<file path="config.mk">
export PLATFORM = sky130hd
export DESIGN_NAME = pbdpf_ctrl
export DESIGN_NICKNAME = d
export VERILOG_FILES = /design/src/rtl/pbdpf_pkg.sv /design/src/rtl/pbdpf_ctrl.sv
export SDC_FILE = /design/constraint.sdc
export NUM_CORES = 1
export LEC_CHECK = 0
export ABC_AREA = 1
export BUFFER_PORTS_ARGS = -buffer_cell sky130_fd_sc_hd__buf_2
export CAP_MARGIN = 20
export CORE_UTILIZATION = 30
export DETAILED_ROUTE_END_ITERATION = 6
export HOLD_SLACK_MARGIN = 0.1
export SLEW_MARGIN = 0
export SYNTH_ARGS = -nofsm -noshare
export SYNTH_HDL_FRONTEND = slang
export SYNTH_SLANG_ARGS = --single-unit
</file>
<file path="constraint.sdc">
create_clock -name clk_i -period 1.4 [get_ports clk_i]
set_clock_uncertainty 0.2 [all_clocks]
set_input_delay 0.28 -clock clk_i [delete_from_list [all_inputs] [get_ports clk_i]]
set_output_delay 0.28 -clock clk_i [all_outputs]
set_load 0.02 [all_outputs]
</file>
<file path="src/rtl/pbdpf_pkg.sv">
// Package of the polar bin dynamic point filter: sizes, codes, register and
// bin types, the controller/datapath command and status structs, CORDIC table.
// Depends on nothing.
`timescale 1ns / 1ps

package pbdpf_pkg;

  localparam int RINGS   = 20;
  localparam int SECTORS = 60;
  localparam int NBINS   = RINGS * SECTORS;
  localparam int ADDR_W  = $clog2(NBINS);

  localparam int COORD_W = 20;
  localparam int RANGE_W = 19;
  localparam int CNT_W   = 16;
  localparam int RING_W  = 5;
  localparam int SECT_W  = 6;
  localparam int DEC_W   = 3;
  localparam int THR_W   = 9;

  localparam int CORDIC_STEPS = 24;
  localparam int SQRT_STEPS   = 20;
  localparam int CORDIC_W     = 47;
  localparam int ANG_W        = 32;
  localparam int SPROD_W      = ANG_W + 10;
  localparam int D2_W         = 40;
  localparam int ROOT_W       = 20;
  localparam int ACC_W        = RANGE_W + RING_W + 1;
  localparam int STEP_W       = ADDR_W;
  localparam int SPREAD_W     = COORD_W + 1;
  localparam int RATIO_W      = 31;

  localparam logic [ANG_W-1:0] HALF_TURN  = 32'h8000_0000;
  localparam logic [ANG_W-1:0] QTR_TURN   = 32'h4000_0000;
  localparam logic [ANG_W-1:0] THREE_QTR  = 32'hC000_0000;
  localparam logic [ANG_W-1:0] FULL_ANGLE = 32'hFFFF_FFFF;

  typedef enum logic [1:0] {
    CMD_CLEAR    = 2'd0,
    CMD_ADD_SCAN = 2'd1,
    CMD_ADD_MAP  = 2'd2,
    CMD_QUERY    = 2'd3
  } cmd_e;

  typedef enum logic [DEC_W-1:0] {
    DEC_EMPTY  = 3'd0,
    DEC_MAP    = 3'd1,
    DEC_SCAN   = 3'd2,
    DEC_MERGE  = 3'd3,
    DEC_GROUND = 3'd4
  } dec_e;

  typedef enum logic [2:0] {
    REG_RANGE_LIMIT      = 3'd0,
    REG_RING_WIDTH       = 3'd1,
    REG_HEIGHT_UPPER     = 3'd2,
    REG_HEIGHT_LOWER     = 3'd3,
    REG_MIN_SCAN_POINTS  = 3'd4,
    REG_RATIO_THRESHOLD  = 3'd5,
    REG_BIN_HEIGHT_LIMIT = 3'd6
  } reg_e;

  typedef enum logic [1:0] {
    MUL_X = 2'd0,
    MUL_Y = 2'd1,
    MUL_R = 2'd2
  } mul_sel_e;

  typedef enum logic [3:0] {
    S_BOOT, S_IDLE, S_CLR, S_MULX, S_MULY, S_MULR, S_CHECK,
    S_ITER, S_RING, S_SECT, S_RD, S_WR, S_QCHK, S_DONE
  } state_e;

  typedef struct packed {
    logic [RANGE_W-1:0]        range_limit;
    logic [RANGE_W-1:0]        ring_width;
    logic signed [COORD_W-1:0] height_upper;
    logic signed [COORD_W-1:0] height_lower;
    logic [CNT_W-1:0]          min_scan_points;
    logic [THR_W-1:0]          ratio_threshold;
    logic signed [COORD_W-1:0] bin_height_limit;
  } cfg_t;

  localparam cfg_t CFG_RESET = '{
    range_limit:      19'd20480,
    ring_width:       19'd1024,
    height_upper:     20'sd768,
    height_lower:     -20'sd256,
    min_scan_points:  16'd5,
    ratio_threshold:  9'd51,
    bin_height_limit: 20'sd0
  };

  typedef struct packed {
    logic signed [COORD_W-1:0] top;
    logic signed [COORD_W-1:0] bottom;
    logic [CNT_W-1:0]          count;
  } bin_t;

  localparam int BIN_W = $bits(bin_t);

  localparam bin_t BIN_RESET = '{
    top:    {1'b1, {(COORD_W-1){1'b0}}},
    bottom: {1'b0, {(COORD_W-1){1'b1}}},
    count:  '0
  };

  typedef struct packed {
    logic              load_in;
    logic              mul_en;
    mul_sel_e          mul_sel;
    logic              chk_en;
    logic              iter_init;
    logic              iter_step;
    logic              ring_init;
    logic              ring_step;
    logic              sect_en;
    logic              ram_rd;
    logic              upd_wr;
    logic              clr_wr;
    logic              res_load;
    logic [STEP_W-1:0] step;
  } dp_cmd_t;

  typedef struct packed {
    cmd_e command;
    logic in_band;
    logic q_in_grid;
    logic ring_done;
    logic out_free;
  } dp_stat_t;

  // atan(2^-i) as a 32-bit fraction of a full turn.
  function automatic logic [ANG_W-1:0] atan_turn(input logic [4:0] i);
    logic [ANG_W-1:0] a;
    unique case (i)
      5'd0:    a = 32'd536870912;
      5'd1:    a = 32'd316933406;
      5'd2:    a = 32'd167458907;
      5'd3:    a = 32'd85004756;
      5'd4:    a = 32'd42667331;
      5'd5:    a = 32'd21354465;
      5'd6:    a = 32'd10679838;
      5'd7:    a = 32'd5340245;
      5'd8:    a = 32'd2670163;
      5'd9:    a = 32'd1335087;
      5'd10:   a = 32'd667544;
      5'd11:   a = 32'd333772;
      5'd12:   a = 32'd166886;
      5'd13:   a = 32'd83443;
      5'd14:   a = 32'd41722;
      5'd15:   a = 32'd20861;
      5'd16:   a = 32'd10430;
      5'd17:   a = 32'd5215;
      5'd18:   a = 32'd2608;
      5'd19:   a = 32'd1304;
      5'd20:   a = 32'd652;
      5'd21:   a = 32'd326;
      5'd22:   a = 32'd163;
      5'd23:   a = 32'd81;
      default: a = '0;
    endcase
    return a;
  endfunction

endpackage

</file>
<file path="src/rtl/pbdpf_ctrl.sv">
// Controller of the point filter: sequences clearing sweeps, point binning
// and queries over the datapath. Depends on pbdpf_pkg.
`timescale 1ns / 1ps

module pbdpf_ctrl import pbdpf_pkg::*; (
  input  logic     clk_i,
  input  logic     rst_ni,
  input  logic     in_valid_i,
  output logic     in_ready_o,
  input  dp_stat_t stat_i,
  output dp_cmd_t  cmd_o
);

  state_e            state_q, state_d;
  logic [STEP_W-1:0] cnt_q, cnt_d;
  logic              sweep_last, iter_last;

  assign sweep_last = (cnt_q == STEP_W'(NBINS - 1));
  assign iter_last  = (cnt_q == STEP_W'(CORDIC_STEPS - 1));

  always_ff @(posedge clk_i or negedge rst_ni) begin
    if (!rst_ni) begin
      state_q <= S_BOOT;
      cnt_q   <= '0;
    end else begin
      state_q <= state_d;
      cnt_q   <= cnt_d;
    end
  end

  always_comb begin
    state_d = state_q;
    cnt_d   = '0;
    unique case (state_q)
      S_BOOT, S_CLR: begin
        cnt_d = cnt_q + STEP_W'(1);
        if (sweep_last) begin
          cnt_d   = '0;
          state_d = (state_q == S_BOOT) ? S_IDLE : S_DONE;
        end
      end
      S_IDLE: begin
        if (in_valid_i) begin
          state_d = S_MULX;
        end
      end
      S_MULX: begin
        // The command is registered by now.
        unique case (stat_i.command)
          CMD_CLEAR: state_d = S_CLR;
          CMD_QUERY: state_d = S_QCHK;
          default:   state_d = S_MULY;
        endcase
      end
      S_MULY:  state_d = S_MULR;
      S_MULR:  state_d = S_CHECK;
      S_CHECK: state_d = stat_i.in_band ? S_ITER : S_DONE;
      S_ITER: begin
        cnt_d = cnt_q + STEP_W'(1);
        if (iter_last) begin
          cnt_d   = '0;
          state_d = S_RING;
        end
      end
      S_RING:  state_d = stat_i.ring_done ? S_SECT : S_RING;
      S_SECT:  state_d = S_RD;
      S_RD:    state_d = S_WR;
      S_WR:    state_d = S_DONE;
      S_QCHK:  state_d = S_DONE;
      S_DONE:  state_d = stat_i.out_free ? S_IDLE : S_DONE;
      default: state_d = S_IDLE;
    endcase
  end

  always_comb begin
    cmd_o      = '0;
    cmd_o.step = cnt_q;
    in_ready_o = 1'b0;
    unique case (state_q)
      S_BOOT, S_CLR: cmd_o.clr_wr = 1'b1;
      S_IDLE: begin
        in_ready_o    = 1'b1;
        cmd_o.load_in = in_valid_i;
      end
      S_MULX: begin
        cmd_o.mul_en  = 1'b1;
        cmd_o.mul_sel = MUL_X;
      end
      S_MULY: begin
        cmd_o.mul_en  = 1'b1;
        cmd_o.mul_sel = MUL_Y;
      end
      S_MULR: begin
        cmd_o.mul_en  = 1'b1;
        cmd_o.mul_sel = MUL_R;
      end
      S_CHECK: begin
        cmd_o.chk_en    = 1'b1;
        cmd_o.iter_init = 1'b1;
      end
      S_ITER: begin
        cmd_o.iter_step = 1'b1;
        cmd_o.ring_init = iter_last;
      end
      S_RING:  cmd_o.ring_step = 1'b1;
      S_SECT:  cmd_o.sect_en = 1'b1;
      S_RD:    cmd_o.ram_rd = 1'b1;
      S_WR:    cmd_o.upd_wr = 1'b1;
      S_QCHK:  cmd_o.ram_rd = stat_i.q_in_grid;
      S_DONE:  cmd_o.res_load = stat_i.out_free;
      default: ;
    endcase
  end

`ifndef SYNTHESIS
  a_iter_bound: assert property (@(posedge clk_i) disable iff (!rst_ni)
    state_q == S_ITER |-> cnt_q < STEP_W'(CORDIC_STEPS))
    else $error("CORDIC step count ran past its last step");

  a_sweep_bound: assert property (@(posedge clk_i) disable iff (!rst_ni)
    (state_q == S_CLR || state_q == S_BOOT) |-> cnt_q < STEP_W'(NBINS))
    else $error("clearing sweep address ran past the last bin");

  a_accept_leaves_idle: assert property (@(posedge clk_i) disable iff (!rst_ni)
    in_valid_i && in_ready_o |=> state_q != S_IDLE)
    else $error("accepted beat did not start work");

  a_one_ram_op: assert property (@(posedge clk_i) disable iff (!rst_ni)
    $onehot0({cmd_o.clr_wr, cmd_o.upd_wr, cmd_o.ram_rd}))
    else $error("conflicting bin memory operations");
`endif

endmodule
</file>
==> summary.md <==
| Metric | Value |
|---|---|
| Initial detailed-routing violation count | 73 |
| Clock transition at the registers of the reported paths | around 0.060 ns |
| Post-route clock period utilization | 126.3% |
| Synth Area in Simple Gates | roughly half |
| Hold slack | between 0.1 and 0.15 ns |
| Die W | around 64 um |
| Core area | 3661 um^2 |
| Hold Vio Cnt, Final | 0 |
| Failing checks | setup timing |
| Initial antenna violation count | 0 |
| Netlist cell types | 23 |
| RSZ-0062 raised after global routing | yes |
| Io pins | 35 |
| Layout cell share with drive strength beyond 1 | 59.45% |
| Clock Latency Late Sink | 0.25 ns |
| Syn Area/Cell | 6.616 um^2 |
| Gate power share | 69.4% |
| Via/cell ratio | approximately 4.5 |
| Status | complete, but fails checks |
| DP HPWL | 2.351 mm |
| Per-cell routed wire length | 11.87 um |
| CTS tree | yes |
| RD Place Congestion | 0.8702 |
| Mux share of post-synthesis cell area | 0% |
| Final nets | 265 |
| Synthesis Warnings | 0 |
| Critical Path Fanout Max | 5 |
| Post-synthesis sequential area ratio | between 30% and 40% |
| Peak VDD IR | 541.1 uV |
| H-tree levels | 1 |
| Global Route Usage Sum | 18.55% |
| Crit path launch type | flop |
| Setup WS pre-CTS | -0.1994 ns |
| Post-Syn Instances | 174 |
| IO buf count | 34 |
| TritonRoute pass-1 iters | 4 |
| Post-synthesis compound-gate area fraction | under 10% |
| Worst slew pin tran | 0.3631 ns |
| Critical Path Max Stage Delay | 0.48 ns |
| Final WL | approximately 3.6 mm |
| Tot Pwr | between 3 and 4 mW |
| Dominant cells by area after synthesis | dfrtp_1, nand2_1, nor2_1, inv_1, nor2_4 |
| Setup violators final | 32 |
| Synth Area in XOR/XNOR | around 3.0% |
| Via Count | 1,349 |
| Die area | 4089 um^2 |
| Setup ws final | -0.3680 ns |
| Max_cap viols | 0 |
| Top cell type's share of synthesized area | approximately 33% |
| Psw | 1.582 mW |
| Largest net degree at the start of global routing | 16 |
| TritonCTS Buffers | 3 |
| Fin crit period | around 1.8 ns |
| Synthesized netlist net count | 184 |
| # DRC | 0 |
| Slew headroom | 75.80% |
| Vias in the first global route | 1,297 |
| First-pass GRT wire length | 5.885 mm |
| Largest family of logic cells by synthesized area | simple AND/OR/NAND/NOR gates |
| Worst EP arrival | 1.29 ns |
| Register share of total power | 20.1% |
| Initial Util | a little under a third |
| Static Leak | 1.087 nW |
| CTS root buf | clkbuf_8 |
| Die Height | 63.95 um |
| Synthesized flop and latch total | 15 |
| Area grow syn2layout | 90.76% |
| Overflow after GRT | 0 |
| Cell Pwr Density | ~1500 nW/um^2 |
| Switching Share | around 47% |
| Critical path endpoint category | output port |
| Clock power frac | roughly a tenth |
| Longest Clk Path Bufs | 2 |
| Fmax | 565.6 MHz |
| Yosys top cell by area | dfrtp_1 |
| Crit path required time | between 0.9 and 1 ns |
| Critical path's slowest cell | dfrtp_2 |
| Clk sink count | 15 |
| Slew Viols, Final | 0 |
| Int Pwr | 1.769 mW |
| Hold Crit Class | primary input to flop |
| Row Count | 22 |
| Mapped cell area | about 1200 um^2 |
| CP Class | flop to output port |
| Synthesized-area fraction occupied by adder cells | 1.087% |
| N_diodes | 0 |
| CP cell instances | inv_2 > nand3_1 > nand2_1 > buf_2 |
| Final ANT Viol Nets | 0 |
## cells by family (layout without fill, tap and decap cells)
family / after synthesis / after routing
AO/OA/AOI/OAI: 4 / 4
XOR/XNOR: 4 / 4
adder cells (fa/ha/maj): 1 / 1
buffers and inverters: 29 / 109
flip-flops: 15 / 15
AND/OR/NAND/NOR: 121 / 121
## per-layer routing
metal,up-vias,share of wire [%],GRT usage (%)
met5,-,0,0
met4,0,1.7,7.670
met3,9,4.1,3.036
met2,31,52,32.85
met1,623,42,21.94
li1,686,-,-
## area by class of cell
| class | count | area [um^2] |
|---|---|---|
| clock buffer | 4 | 45.04 |
| timing repair inverter | 1 | 8.758 |
| inverter | 26 | 110.1 |
| sequential | 15 | 382.9 |
| tap | 48 | 60.06 |
| fill | 325 | 1465 |
| timing repair buffer | 78 | 706.9 |
| multi-input combinational | 130 | 882.1 |
## flip-flops by register name (all words and copies together), names as in the netlist
signal   count
state_q      4
cnt_q       11
## synthesized netlist by cell type, drive strengths merged
| library cell | count |
|---|---|
| a21oi | 1 |
| buf | 3 |
| dfrtp | 15 |
| ha | 1 |
| inv | 26 |
| nand2 | 54 |
| nand3 | 8 |
| nand4 | 4 |
| nor2 | 50 |
| nor3 | 5 |
| o21ai | 2 |
| o22ai | 1 |
| xor2 | 4 |
## power groups by stage
stage                     Clock (mW)  Sequential [mW]  Combinational (mW)
after CTS                      0.361            0.662                2.20
after global placement             0            0.642                1.53
after detailed placement           0            0.643                1.53
after global routing           0.390            0.689                2.51
after floorplan                    0            0.619                1.07
final                          0.350            0.674                2.33
## final timing paths
check	from	endpoint	slack, ns	cells after the start
max in group asynchronous	rst_ni	cnt_q[1]	0.44	2
worst max-delay path	state_q[1]	cmd_o[23]	-0.37	4
min in group asynchronous	rst_ni	cnt_q[7]	0.27	2
worst min-delay path	stat_i[3]	state_q[3]	0.13	4
worst min register to register	cnt_q[0]	cnt_q[0]	0.39	2
worst max register to register	cnt_q[0]	cnt_q[8]	-0.29	9
## metrics by stage
step	instances	TNS, ns	area [um^2]	utilization [%]
finish	302	-8.145	2196	59.98
global placement	279	-4.253	1614	44.09
global route	302	-10.27	2196	59.98
CTS	300	-8.222	2100	57.35
detailed placement	279	-4.379	1614	44.09
floorplan	174	-2.456	1219	-
## critical path: cells and delay by family, from the launching register on
| kind | cells | cell delay [ns] |
|---|---|---|
| flip-flops | 1 | 0.48 |
| buffers and inverters | 2 | 0.32 |
| AND/OR/NAND/NOR | 2 | 0.23 |
## timing repair
item                       in CTS  in global routing
pin swaps                      24                 10
resized for setup              93                 24
gates cloned                    1                  0
hold buffers                    1                  0
buffers inserted               16                  6
hold endpoints to repair       15                  0
setup endpoints to repair      40                 41
## layout by cell type (no fill, tap or decap), types with 2 or more instances in the layout
| cell | instances |
|---|---|
| nand3_1 | 6 |
| nand2_2 | 13 |
| nor2_4 | 14 |
| nand3_4 | 2 |
| xor2_1 | 2 |
| inv_2 | 9 |
| xor2_2 | 2 |
| nor2_1 | 27 |
| dfrtp_1 | 9 |
| nand4_1 | 4 |
| nand2_1 | 32 |
| buf_6 | 35 |
| nor3_2 | 3 |
| o21ai_1 | 2 |
| inv_1 | 16 |
| buf_4 | 31 |
| nand2_4 | 6 |
| buf_2 | 10 |
| clkbuf_8 | 3 |
| nand2_8 | 3 |
| nor2_2 | 9 |
| dfrtp_2 | 6 |
Power figures use the tool's default switching activity.
